<file path="src/length_prefixed_message_queue_top_macros.svh">
// Assertion macros for the message queue. Each expects clk and rst_n in scope.
`ifndef LENGTH_PREFIXED_MESSAGE_QUEUE_TOP_MACROS_SVH
`define LENGTH_PREFIXED_MESSAGE_QUEUE_TOP_MACROS_SVH

// The consequent must hold in the same cycle as the antecedent.
`define LPMQ_ASSERT_SAME(label, ante, cons) \
  label: assert property (@(posedge clk) disable iff (!rst_n) (ante) |-> (cons)) \
    else $error("lpmq assertion failed");

// The consequent must hold in the cycle after the antecedent.
`define LPMQ_ASSERT_NEXT(label, ante, cons) \
  label: assert property (@(posedge clk) disable iff (!rst_n) (ante) |=> (cons)) \
    else $error("lpmq assertion failed");

`endif

</file>
<file path="src/lpmq_pkg.sv">
package lpmq_pkg;

  localparam int DEPTH_DEF  = 512;
  localparam int HDR_BYTES  = 4;
  localparam int LEN_W      = 32;
  localparam int MLEN_W     = 10;
  localparam int BYTE_W     = 8;

  typedef enum logic {
    CMD_PUSH = 1'b0,
    CMD_POP  = 1'b1
  } cmd_t;

  typedef enum logic {
    OP_PUSH = 1'b0,
    OP_POP  = 1'b1
  } op_t;

  typedef enum logic [2:0] {
    ST_BYTE     = 3'd0,
    ST_EMPTY    = 3'd1,
    ST_STORED   = 3'd2,
    ST_FULL     = 3'd3,
    ST_OVERSIZE = 3'd4
  } status_t;

  typedef enum logic [1:0] {
    S_IDLE,
    S_HDR,
    S_PDATA
  } state_t;

  typedef struct packed {
    cmd_t              cmd;
    logic [BYTE_W-1:0] data_byte;
  } in_t;

  typedef struct packed {
    logic [BYTE_W-1:0] out_byte;
    status_t           status;
    logic              last_byte;
    logic [MLEN_W-1:0] msg_length;
    logic [MLEN_W-1:0] fill_level;
  } out_t;

  typedef struct packed {
    op_t               op;
    logic [BYTE_W-1:0] data;
  } q_item_t;

endpackage

</file>
<file path="src/lpmq_front.sv">
module lpmq_front
  import lpmq_pkg::*;
(
  input  logic    clk,
  input  logic    rst_n,
  input  logic    in_valid,
  output logic    in_stall,
  input  in_t     in_data,
  output logic    q_valid,
  output q_item_t q_item,
  input  logic    q_pop
);

  q_item_t     entries_r [2];
  logic        wr_idx_r;
  logic        wr_idx_nxt;
  logic        rd_idx_r;
  logic        rd_idx_nxt;
  logic [1:0]  cnt_r;
  logic [1:0]  cnt_nxt;
  logic        push;
  q_item_t     item_in;

  always_comb begin
    item_in.data = in_data.data_byte;
    unique case (in_data.cmd)
      CMD_PUSH: item_in.op = OP_PUSH;
      CMD_POP:  item_in.op = OP_POP;
      default:  item_in.op = OP_POP;
    endcase
  end

  assign in_stall = (cnt_r == 2'd2);
  assign push     = in_valid && !in_stall;
  assign q_valid  = (cnt_r != 2'd0);
  assign q_item   = entries_r[rd_idx_r];

  always_comb begin
    wr_idx_nxt = push  ? ~wr_idx_r : wr_idx_r;
    rd_idx_nxt = q_pop ? ~rd_idx_r : rd_idx_r;
    cnt_nxt    = cnt_r + {1'b0, push} - {1'b0, q_pop};
  end

  always_ff @(posedge clk) begin
    if (!rst_n) begin
      wr_idx_r <= 1'b0;
      rd_idx_r <= 1'b0;
      cnt_r    <= 2'd0;
    end else begin
      wr_idx_r <= wr_idx_nxt;
      rd_idx_r <= rd_idx_nxt;
      cnt_r    <= cnt_nxt;
    end
  end

  always_ff @(posedge clk) begin
    if (push) begin
      entries_r[wr_idx_r] <= item_in;
    end
  end

endmodule

</file>
<file path="src/lpmq_back.sv">
module lpmq_back
  import lpmq_pkg::*;
#(
  parameter int DEPTH = DEPTH_DEF
) (
  input  logic    clk,
  input  logic    rst_n,
  input  logic    cfg_wr_en,
  input  logic    cfg_wr_data,
  input  logic    q_valid,
  input  q_item_t q_item,
  output logic    q_pop,
  output logic    out_valid,
  input  logic    out_stall,
  output out_t    out_data
);

  localparam int AW = $clog2(DEPTH);
  localparam int CW = $clog2(DEPTH + 1);
  localparam logic [1:0] HDR_LAST = 2'(HDR_BYTES - 1);

  logic [BYTE_W-1:0] mem [DEPTH];
  logic [BYTE_W-1:0] rd_data_r;

  state_t            state_r;
  state_t            state_nxt;
  logic [AW-1:0]     rd_ptr_r;
  logic [AW-1:0]     rd_ptr_nxt;
  logic [AW-1:0]     wr_ptr_r;
  logic [AW-1:0]     wr_ptr_nxt;
  logic [CW-1:0]     count_r;
  logic [CW-1:0]     count_nxt;
  logic [CW-1:0]     pending_r;
  logic [CW-1:0]     pending_nxt;
  logic [CW-1:0]     bytes_left_r;
  logic [CW-1:0]     bytes_left_nxt;
  logic              hdr_taken_r;
  logic              hdr_taken_nxt;
  logic              hdr_be_r;
  logic              hdr_be_nxt;
  logic [1:0]        hdr_cnt_r;
  logic [1:0]        hdr_cnt_nxt;
  logic [LEN_W-1:0]  len_acc_r;
  logic [LEN_W-1:0]  len_acc_nxt;
  logic              out_valid_r;
  logic              out_valid_nxt;
  out_t              out_data_r;
  out_t              out_data_nxt;

  logic              mem_we;
  logic              emit;
  out_t              res;
  logic              slot_free;
  logic              go;
  logic              is_push;
  logic              ring_full;
  logic              start_hdr;
  logic              pay_ready;
  logic [LEN_W-1:0]  len_full;
  logic              hdr_big;
  logic              hdr_zero;
  logic [CW-1:0]     len_c;
  logic              hdr_pay_ready;
  logic              hdr_done;
  logic [MLEN_W-1:0] mlen_cur;

  function automatic logic [AW-1:0] ptr_inc(input logic [AW-1:0] p);
    return (p == AW'(DEPTH - 1)) ? '0 : p + 1'b1;
  endfunction

  assign slot_free     = !out_valid_r || !out_stall;
  assign go            = q_valid && slot_free;
  assign is_push       = (q_item.op == OP_PUSH);
  assign ring_full     = (count_r == CW'(DEPTH));
  assign start_hdr     = !hdr_taken_r && (count_r >= CW'(HDR_BYTES));
  assign pay_ready     = hdr_taken_r && (bytes_left_r != '0) && (count_r >= bytes_left_r);
  assign len_full      = hdr_be_r ? {len_acc_r[LEN_W-BYTE_W-1:0], rd_data_r}
                                  : {rd_data_r, len_acc_r[LEN_W-1:BYTE_W]};
  assign hdr_big       = (len_full > LEN_W'(DEPTH));
  assign hdr_zero      = (len_full == '0);
  assign len_c         = CW'(len_full);
  assign hdr_pay_ready = (count_r >= len_c);
  assign hdr_done      = (hdr_cnt_r == HDR_LAST);
  assign mlen_cur      = hdr_taken_r ? MLEN_W'(pending_r) : '0;

  always_comb begin
    state_nxt = state_r;
    unique case (state_r)
      S_IDLE: begin
        if (go && !is_push) begin
          if (start_hdr) begin
            state_nxt = S_HDR;
          end else if (pay_ready) begin
            state_nxt = S_PDATA;
          end
        end
      end
      S_HDR: begin
        if (hdr_done) begin
          if (!hdr_big && !hdr_zero && hdr_pay_ready) begin
            state_nxt = S_PDATA;
          end else begin
            state_nxt = S_IDLE;
          end
        end
      end
      S_PDATA: begin
        state_nxt = S_IDLE;
      end
      default: begin
        state_nxt = S_IDLE;
      end
    endcase
  end

  always_comb begin
    rd_ptr_nxt     = rd_ptr_r;
    wr_ptr_nxt     = wr_ptr_r;
    count_nxt      = count_r;
    pending_nxt    = pending_r;
    bytes_left_nxt = bytes_left_r;
    hdr_taken_nxt  = hdr_taken_r;
    hdr_cnt_nxt    = hdr_cnt_r;
    len_acc_nxt    = len_acc_r;
    hdr_be_nxt     = cfg_wr_en ? cfg_wr_data : hdr_be_r;
    mem_we         = 1'b0;
    q_pop          = 1'b0;
    emit           = 1'b0;
    res.out_byte   = '0;
    res.status     = ST_EMPTY;
    res.last_byte  = 1'b0;
    res.msg_length = mlen_cur;
    res.fill_level = MLEN_W'(count_r);
    unique case (state_r)
      S_IDLE: begin
        if (go) begin
          if (is_push) begin
            emit  = 1'b1;
            q_pop = 1'b1;
            if (ring_full) begin
              res.status = ST_FULL;
            end else begin
              mem_we         = 1'b1;
              wr_ptr_nxt     = ptr_inc(wr_ptr_r);
              count_nxt      = count_r + 1'b1;
              res.status     = ST_STORED;
              res.fill_level = MLEN_W'(count_r + 1'b1);
            end
          end else if (start_hdr) begin
            rd_ptr_nxt  = ptr_inc(rd_ptr_r);
            count_nxt   = count_r - 1'b1;
            hdr_cnt_nxt = '0;
          end else if (pay_ready) begin
            rd_ptr_nxt = ptr_inc(rd_ptr_r);
            count_nxt  = count_r - 1'b1;
          end else begin
            emit  = 1'b1;
            q_pop = 1'b1;
          end
        end
      end
      S_HDR: begin
        if (!hdr_done) begin
          len_acc_nxt = len_full;
          hdr_cnt_nxt = hdr_cnt_r + 1'b1;
          rd_ptr_nxt  = ptr_inc(rd_ptr_r);
          count_nxt   = count_r - 1'b1;
        end else if (hdr_big) begin
          emit           = 1'b1;
          q_pop          = 1'b1;
          res.status     = ST_OVERSIZE;
          res.msg_length = '0;
        end else if (hdr_zero) begin
          emit           = 1'b1;
          q_pop          = 1'b1;
          res.msg_length = '0;
        end else begin
          hdr_taken_nxt  = 1'b1;
          pending_nxt    = len_c;
          bytes_left_nxt = len_c;
          if (hdr_pay_ready) begin
            rd_ptr_nxt = ptr_inc(rd_ptr_r);
            count_nxt  = count_r - 1'b1;
          end else begin
            emit           = 1'b1;
            q_pop          = 1'b1;
            res.msg_length = MLEN_W'(len_c);
          end
        end
      end
      S_PDATA: begin
        emit           = 1'b1;
        q_pop          = 1'b1;
        res.status     = ST_BYTE;
        res.out_byte   = rd_data_r;
        res.last_byte  = (bytes_left_r == CW'(1));
        res.msg_length = MLEN_W'(pending_r);
        bytes_left_nxt = bytes_left_r - 1'b1;
        if (bytes_left_r == CW'(1)) begin
          hdr_taken_nxt = 1'b0;
          pending_nxt   = '0;
        end
      end
      default: begin
        emit = 1'b0;
      end
    endcase
    out_valid_nxt = emit || (out_valid_r && out_stall);
    out_data_nxt  = emit ? res : out_data_r;
  end

  assign out_valid = out_valid_r;
  assign out_data  = out_data_r;

  always_ff @(posedge clk) begin
    if (!rst_n) begin
      state_r      <= S_IDLE;
      rd_ptr_r     <= '0;
      wr_ptr_r     <= '0;
      count_r      <= '0;
      pending_r    <= '0;
      bytes_left_r <= '0;
      hdr_taken_r  <= 1'b0;
      hdr_be_r     <= 1'b1;
      hdr_cnt_r    <= '0;
      out_valid_r  <= 1'b0;
    end else begin
      state_r      <= state_nxt;
      rd_ptr_r     <= rd_ptr_nxt;
      wr_ptr_r     <= wr_ptr_nxt;
      count_r      <= count_nxt;
      pending_r    <= pending_nxt;
      bytes_left_r <= bytes_left_nxt;
      hdr_taken_r  <= hdr_taken_nxt;
      hdr_be_r     <= hdr_be_nxt;
      hdr_cnt_r    <= hdr_cnt_nxt;
      out_valid_r  <= out_valid_nxt;
    end
  end

  always_ff @(posedge clk) begin
    len_acc_r  <= len_acc_nxt;
    out_data_r <= out_data_nxt;
  end

  always_ff @(posedge clk) begin
    if (mem_we) begin
      mem[wr_ptr_r] <= q_item.data;
    end
    rd_data_r <= mem[rd_ptr_r];
  end

endmodule

</file>
<file path="src/length_prefixed_message_queue_top.sv">
// Byte ring buffer of DEPTH entries that releases length-prefixed messages. A push word
// stores one byte (or reports the ring full); a pop word takes a four-byte length header
// when none is pending and releases one payload byte once the whole payload is buffered.
// A two-word input queue decouples the input from the ring sequencer, and the result sits
// in an output register, so both sides can stall independently. The ring memory has a
// single registered read port, so a word steps through sequencer states: a push, or a
// pop that releases nothing, ends in S_IDLE; a pop that releases a byte of a pending
// message passes S_IDLE and S_PDATA; one that takes a header passes S_IDLE, S_HDR and,
// if it also releases the first byte, S_PDATA. No clearing pass is needed after reset.
`include "length_prefixed_message_queue_top_macros.svh"

module length_prefixed_message_queue_top
  import lpmq_pkg::*;
#(
  parameter int DEPTH = DEPTH_DEF
) (
  input  logic clk,
  input  logic rst_n,
  input  logic cfg_wr_en,
  input  logic cfg_wr_data,
  input  logic in_valid,
  output logic in_stall,
  input  in_t  in_data,
  output logic out_valid,
  input  logic out_stall,
  output out_t out_data
);

  logic    q_valid;
  q_item_t q_item;
  logic    q_pop;

  lpmq_front u_front (
    .clk      (clk),
    .rst_n    (rst_n),
    .in_valid (in_valid),
    .in_stall (in_stall),
    .in_data  (in_data),
    .q_valid  (q_valid),
    .q_item   (q_item),
    .q_pop    (q_pop)
  );

  lpmq_back #(
    .DEPTH (DEPTH)
  ) u_back (
    .clk         (clk),
    .rst_n       (rst_n),
    .cfg_wr_en   (cfg_wr_en),
    .cfg_wr_data (cfg_wr_data),
    .q_valid     (q_valid),
    .q_item      (q_item),
    .q_pop       (q_pop),
    .out_valid   (out_valid),
    .out_stall   (out_stall),
    .out_data    (out_data)
  );

  `LPMQ_ASSERT_SAME(a_pop_needs_word, q_pop, q_valid)
  `LPMQ_ASSERT_NEXT(a_pop_gives_result, q_pop, out_valid)
  `LPMQ_ASSERT_SAME(a_byte_only_on_give, out_valid && (out_data.status != ST_BYTE), (out_data.out_byte == '0) && !out_data.last_byte)
  `LPMQ_ASSERT_SAME(a_oversize_no_len, out_valid && (out_data.status == ST_OVERSIZE), out_data.msg_length == '0)

endmodule
</file>
<file path="config.mk">
export PLATFORM = sky130hd
export DESIGN_NAME = length_prefixed_message_queue_top
export DESIGN_NICKNAME = d
export VERILOG_FILES = /design/src/lpmq_pkg.sv /design/src/lpmq_front.sv /design/src/lpmq_back.sv /design/src/length_prefixed_message_queue_top.sv
export VERILOG_INCLUDE_DIRS = /design/src /design/src/src
export SDC_FILE = /design/constraint.sdc
export NUM_CORES = 2
export LEC_CHECK = 0
export ABC_CLOCK_PERIOD_IN_PS = 13000
export BUFFER_PORTS_ARGS = -buffer_cell sky130_fd_sc_hd__buf_2
export CAP_MARGIN = 20
export CORE_UTILIZATION = 45
export DETAILED_ROUTE_END_ITERATION = 7
export GPL_ROUTABILITY_DRIVEN = 0
export PLACE_DENSITY = 0.62
export SKIP_LAST_GASP = 1
export SLEW_MARGIN = 15
export SYNTH_ARGS = -nofsm -noshare
export SYNTH_HDL_FRONTEND = slang
export SYNTH_MEMORY_MAX_BITS = 65536
export SYNTH_SLANG_ARGS = --single-unit
</file>
<file path="constraint.sdc">
create_clock -name clk -period 13 [get_ports clk]
set_clock_uncertainty 0.05 [all_clocks]
set_input_delay 0.65 -clock clk [delete_from_list [all_inputs] [get_ports clk]]
set_output_delay 0.65 -clock clk [all_outputs]
set_load 0.005 [all_outputs]
</file>
==> summary by stage <==
Logic synthesis
In this run the cell area of the synthesized design comes to 167000 sq um. The per-instance average area after synthesis is 19.1 sq um. For this run, the register share of the synthesized area comes to 0.760. Counting flops with an async set or reset pin after synthesis yields a share of 0. The instance count of the mapped netlist is roughly 8800.

The most common flop cell mapped by yosys is sky130_fd_sc_hd__edfxtp_1. The number of different library cells used by synthesis comes to ~80. Synthesis inferred roughly 4200 register bits. The count of flip-flops with a built-in enable after synthesis is 4178. During synthesis, Yosys emitted a total of 0 warnings. The number of nets handed over by synthesis was just under 9000.

Floorplanning
The core box area is 369000 sq um. The count of pins on the block boundary is 49. In this run the horizontal extent of the chip is 611 microns. The number of cell rows is 223. The starting density of the core is 0.452. The die covers 373000 sq um. The vertical die dimension is 611 microns.

GRT
The maximum number of pins on one net before global-route repair is 207. After global routing, the most crowded layer is met2. The initial antenna violation count came to 17. The first global-routing pass estimated about 620000 microns of wire. The global routing usage on met3 is 0.0451.

For met2 alone, demand over resource in global routing was 0.356. For this run, global-route usage on met1 was measured as 0.328. In the global route stage, overall resource usage came out at 0.229.

The overall overflow remaining after global route is 0. The number of global-route vias before repair is approximately 86000.

Timing
The hold slack is 0.247 ns. The post-route setup TNS is 0 ns. The number of hold violations in the final report was 0. The count of pins over their slew limit is 0.

For this run, the top clock speed supported by timing is roughly 0.16 GHz. The transition time at the pin with the least slew margin is 1.23 ns. The worst pin sits at a relative slew slack of 0.181.

For the finished layout, the period the worst path requires is 6.29 ns. Setup violations remaining at the end of the flow were counted as 0. In the finished design, the share of the clock period the worst path needs comes to 0.484. Setup repair after global routing left no endpoint under its margin.

Cells and area
Leaving out filler cells and counting taps, the final layout contains between 10000 and 15000. The area added between synthesis and finish is 11.5%. Of the cells placed in the final design, the portion with a size suffix greater than 1 is 0.169. The library cells used most frequently in the layout, excluding fill and tap cells, are sky130_fd_sc_hd__edfxtp_1, sky130_fd_sc_hd__mux2i_1, sky130_fd_sc_hd__mux4_2, sky130_fd_sc_hd__nor2_1, sky130_fd_sc_hd__clkbuf_16. The final net count is a little under 9000.

After filler insertion, the fill cell instance count of the layout stands at 29254. The most common library cell in the layout ignoring fill and taps is sky130_fd_sc_hd__edfxtp_1.

Setup path
In this run the worst path has a maximum fanout of 91. The type of the worst setup path is reg -> reg. The worst setup path is captured at a register. The required time of the critical path is approximately 14 ns.

The critical register-to-register path startpoint is u_back.rd_ptr_r[0]. STA classifies the critical path startpoint as a register. The worst-case register-to-register setup slack is roughly 6.7 ns. The signal arrival time at the worst endpoint is just over 7 ns. The worst register-to-register path ends at u_back.rd_data_r[4]. Counting cells, the worst reg-to-reg path comes to 9.

Detailed routing
After detailed routing, the total wire length is approximately 430000 microns. Summing over every cut layer, the via total after detailed routing is between 80000 and 90000. The first routing iteration left just over 10000 violations. The count of nets left with antenna violations once routing finished came out at 0. After detailed routing, the average wire length per cell comes to between 30 and 40 microns. After detailed routing, the number of vias per cell comes to between 6 and 7.

The count of unresolved DRC violations after routing is 0. The first-pass detailed-route iteration total is 6.

Worst hold path
In this run the most critical hold path is launched from rst_n. The min-delay analysis places its worst path in the category in -> reg. The hold-critical path endpoint is u_back.hdr_be_r. The number of cells on the worst hold path is 2.

Placed design
The placed wire-length estimate is 255000 microns. Including well taps, the total number of placed cells is ~13000. The count of buffers added on input and output ports is 48.

Job
Across the run, the number of max-cap violations was 0.

Power
Dividing total power by cell area gives a power density of between 150 and 200 nW/um^2. Of the total power, combinational logic draws 0.145. Summed over all cells, the static leakage comes to ~0.055 uW.

VDD sags by at most about 0.00014 V. Internal power comes to about 25000 uW. Of the total power, registers draw 0.499.

Of the total power, the share spent switching nets is 0.258. The proportion of power drawn by the clock network is 0.357. Summed over all nets, the switching power comes to roughly 8600 uW.

Clock tree
The clock sink total is 4246. At the later pin of the worst-skew pair, clock insertion delay measures around 0.97 ns. The CTS tree is built.

The clock edge transition at the registers on the reported setup and hold paths is 0.07 ns. The number of H-tree branching levels is 5. Counting the buffers created by CTS gives 421. Post-CTS repair changed the size of 0 cells. The worst-case clock buffer depth is 4. The cell at the root of the clock tree is sky130_fd_sc_hd__clkbuf_16.

Status
The flow ran to the end, and the final reports show no timing, DRC or antenna violations.
critical path, cell delays in order (launching register included):
cell,delay (ns)
sky130_fd_sc_hd__dfxtp_4,0.93
sky130_fd_sc_hd__buf_12,0.57
sky130_fd_sc_hd__buf_4,0.87
sky130_fd_sc_hd__buf_4,0.93
sky130_fd_sc_hd__mux4_2,0.63
sky130_fd_sc_hd__o22ai_1,0.47
sky130_fd_sc_hd__a222oi_1,0.25
sky130_fd_sc_hd__nand3_1,0.25
sky130_fd_sc_hd__nand4_1,0.48
sky130_fd_sc_hd__and4b_1,0.42
repair_timing:
item,4_1_cts,5_1_grt
hold buffers,13,0
buffers inserted,0,0
endpoints found under the hold margin,21,0
area by class of cell:
type	instances	area [sq um]	area share
multi-input combinational	3899	37800	0.203
antenna	15	37.5	0.000202
timing repair buffer	223	1750	0.00939
inverter	52	208	0.00112
sequential	4246	127000	0.681
clock buffer	551	11200	0.0604
clock inverter	220	2060	0.0111
tap	4950	6190	0.0333
power by group through the flow:
| stage | Clock, uW | Combinational (uW) | Sequential, uW |
|---|---|---|---|
| final | 11900 | 4820 | 16600 |
| after global routing | 12500 | 5150 | 16600 |
| after CTS | 12000 | 4860 | 16600 |
| after detailed placement | 0 | 4860 | 16900 |
| after global placement | 0 | 4710 | 16900 |
| after floorplan | 0 | 3140 | 17000 |
per-layer routing:
layer / routed length [microns] / share of wire
met1: 179000 / 0.41
met2: 203000 / 0.47
met3: 38500 / 0.089
met4: 12500 / 0.029
met5: 34 / 0.000079
flip-flops by register name, indices dropped and copies added (netlist names), 2 cells and up, named ones only:
register	count
u_back.hdr_cnt_r	2
u_back.bytes_left_r	10
u_back.rd_ptr_r	9
u_back.out_data	32
u_back.count_r	10
u_back.pending_r	10
u_front.cnt_r	2
u_front.entries_r	18
u_back.state_r	2
u_back.mem	4096
u_back.wr_ptr_r	9
u_back.len_acc_r	32
u_back.rd_data_r	8
worst max-delay path by stage:
stage                             from             endpoint  cells past startpoint
finish              u_back.rd_ptr_r[0]  u_back.rd_data_r[4]                      9
global route        u_back.rd_ptr_r[0]  u_back.rd_data_r[4]                     10
CTS                 u_back.rd_ptr_r[0]  u_back.rd_data_r[4]                      9
detailed placement  u_back.rd_ptr_r[0]  u_back.rd_data_r[4]                      9
global placement    u_back.rd_ptr_r[0]  u_back.rd_data_r[4]                      9
floorplan              u_back.hdr_be_r     u_front.cnt_r[1]                     16
stage by stage:
step / worst slack [ns] / power (uW) / instance area, sq um / utilization
after floorplan: 7.24 / 20200 / 167000 / -
after global placement: 6.75 / 21600 / 173000 / 0.468
after detailed placement: 6.73 / 21700 / 173000 / 0.468
after CTS: 6.68 / 33500 / 186000 / 0.504
after global routing: 6.41 / 34300 / 186000 / 0.504
final: 6.71 / 33300 / 186000 / 0.504
cell families after synthesis:
logic type | count (synthesis) | share of synthesized area
fa+ha+maj | 40 | 0.00300
mux | 1498 | 0.140
flops | 4246 | 0.760
compound gates | 1088 | 0.0458
xor+xnor | 17 | 0.000892
buf+inv | 613 | 0.0162
simple gates | 1256 | 0.0339
synthesized netlist by cell type (all sizes together) (15+ instances only):
| cell | count | area share |
|---|---|---|
| nor3 | 82 | 0.0025 |
| o221ai | 347 | 0.018 |
| a211oi | 27 | 0.0012 |
| mux2i | 792 | 0.047 |
| nor3b | 15 | 0.00070 |
| o22ai | 196 | 0.0073 |
| nor4 | 38 | 0.0014 |
| and3 | 33 | 0.0012 |
| nand2b | 19 | 0.00071 |
| inv | 51 | 0.0011 |
| a222oi | 15 | 0.00090 |
| nand3 | 59 | 0.0018 |
| clkbuf | 300 | 0.0067 |
| a31oi | 18 | 0.00067 |
| o2bb2ai | 16 | 0.00084 |
| a21oi | 209 | 0.0063 |
| nor2 | 647 | 0.015 |
| nand4 | 45 | 0.0017 |
| o21ai | 146 | 0.0044 |
| a22oi | 20 | 0.00090 |
| o31ai | 15 | 0.00070 |
| mux4 | 671 | 0.091 |
| dfxtp | 68 | 0.0082 |
| nand2 | 223 | 0.0050 |
| ha | 40 | 0.0030 |
| buf | 261 | 0.0083 |
| edfxtp | 4178 | 0.75 |
| and2 | 26 | 0.00097 |
| nor4b | 17 | 0.0010 |
| mux2 | 35 | 0.0024 |
(Power assumes the default switching activity.)
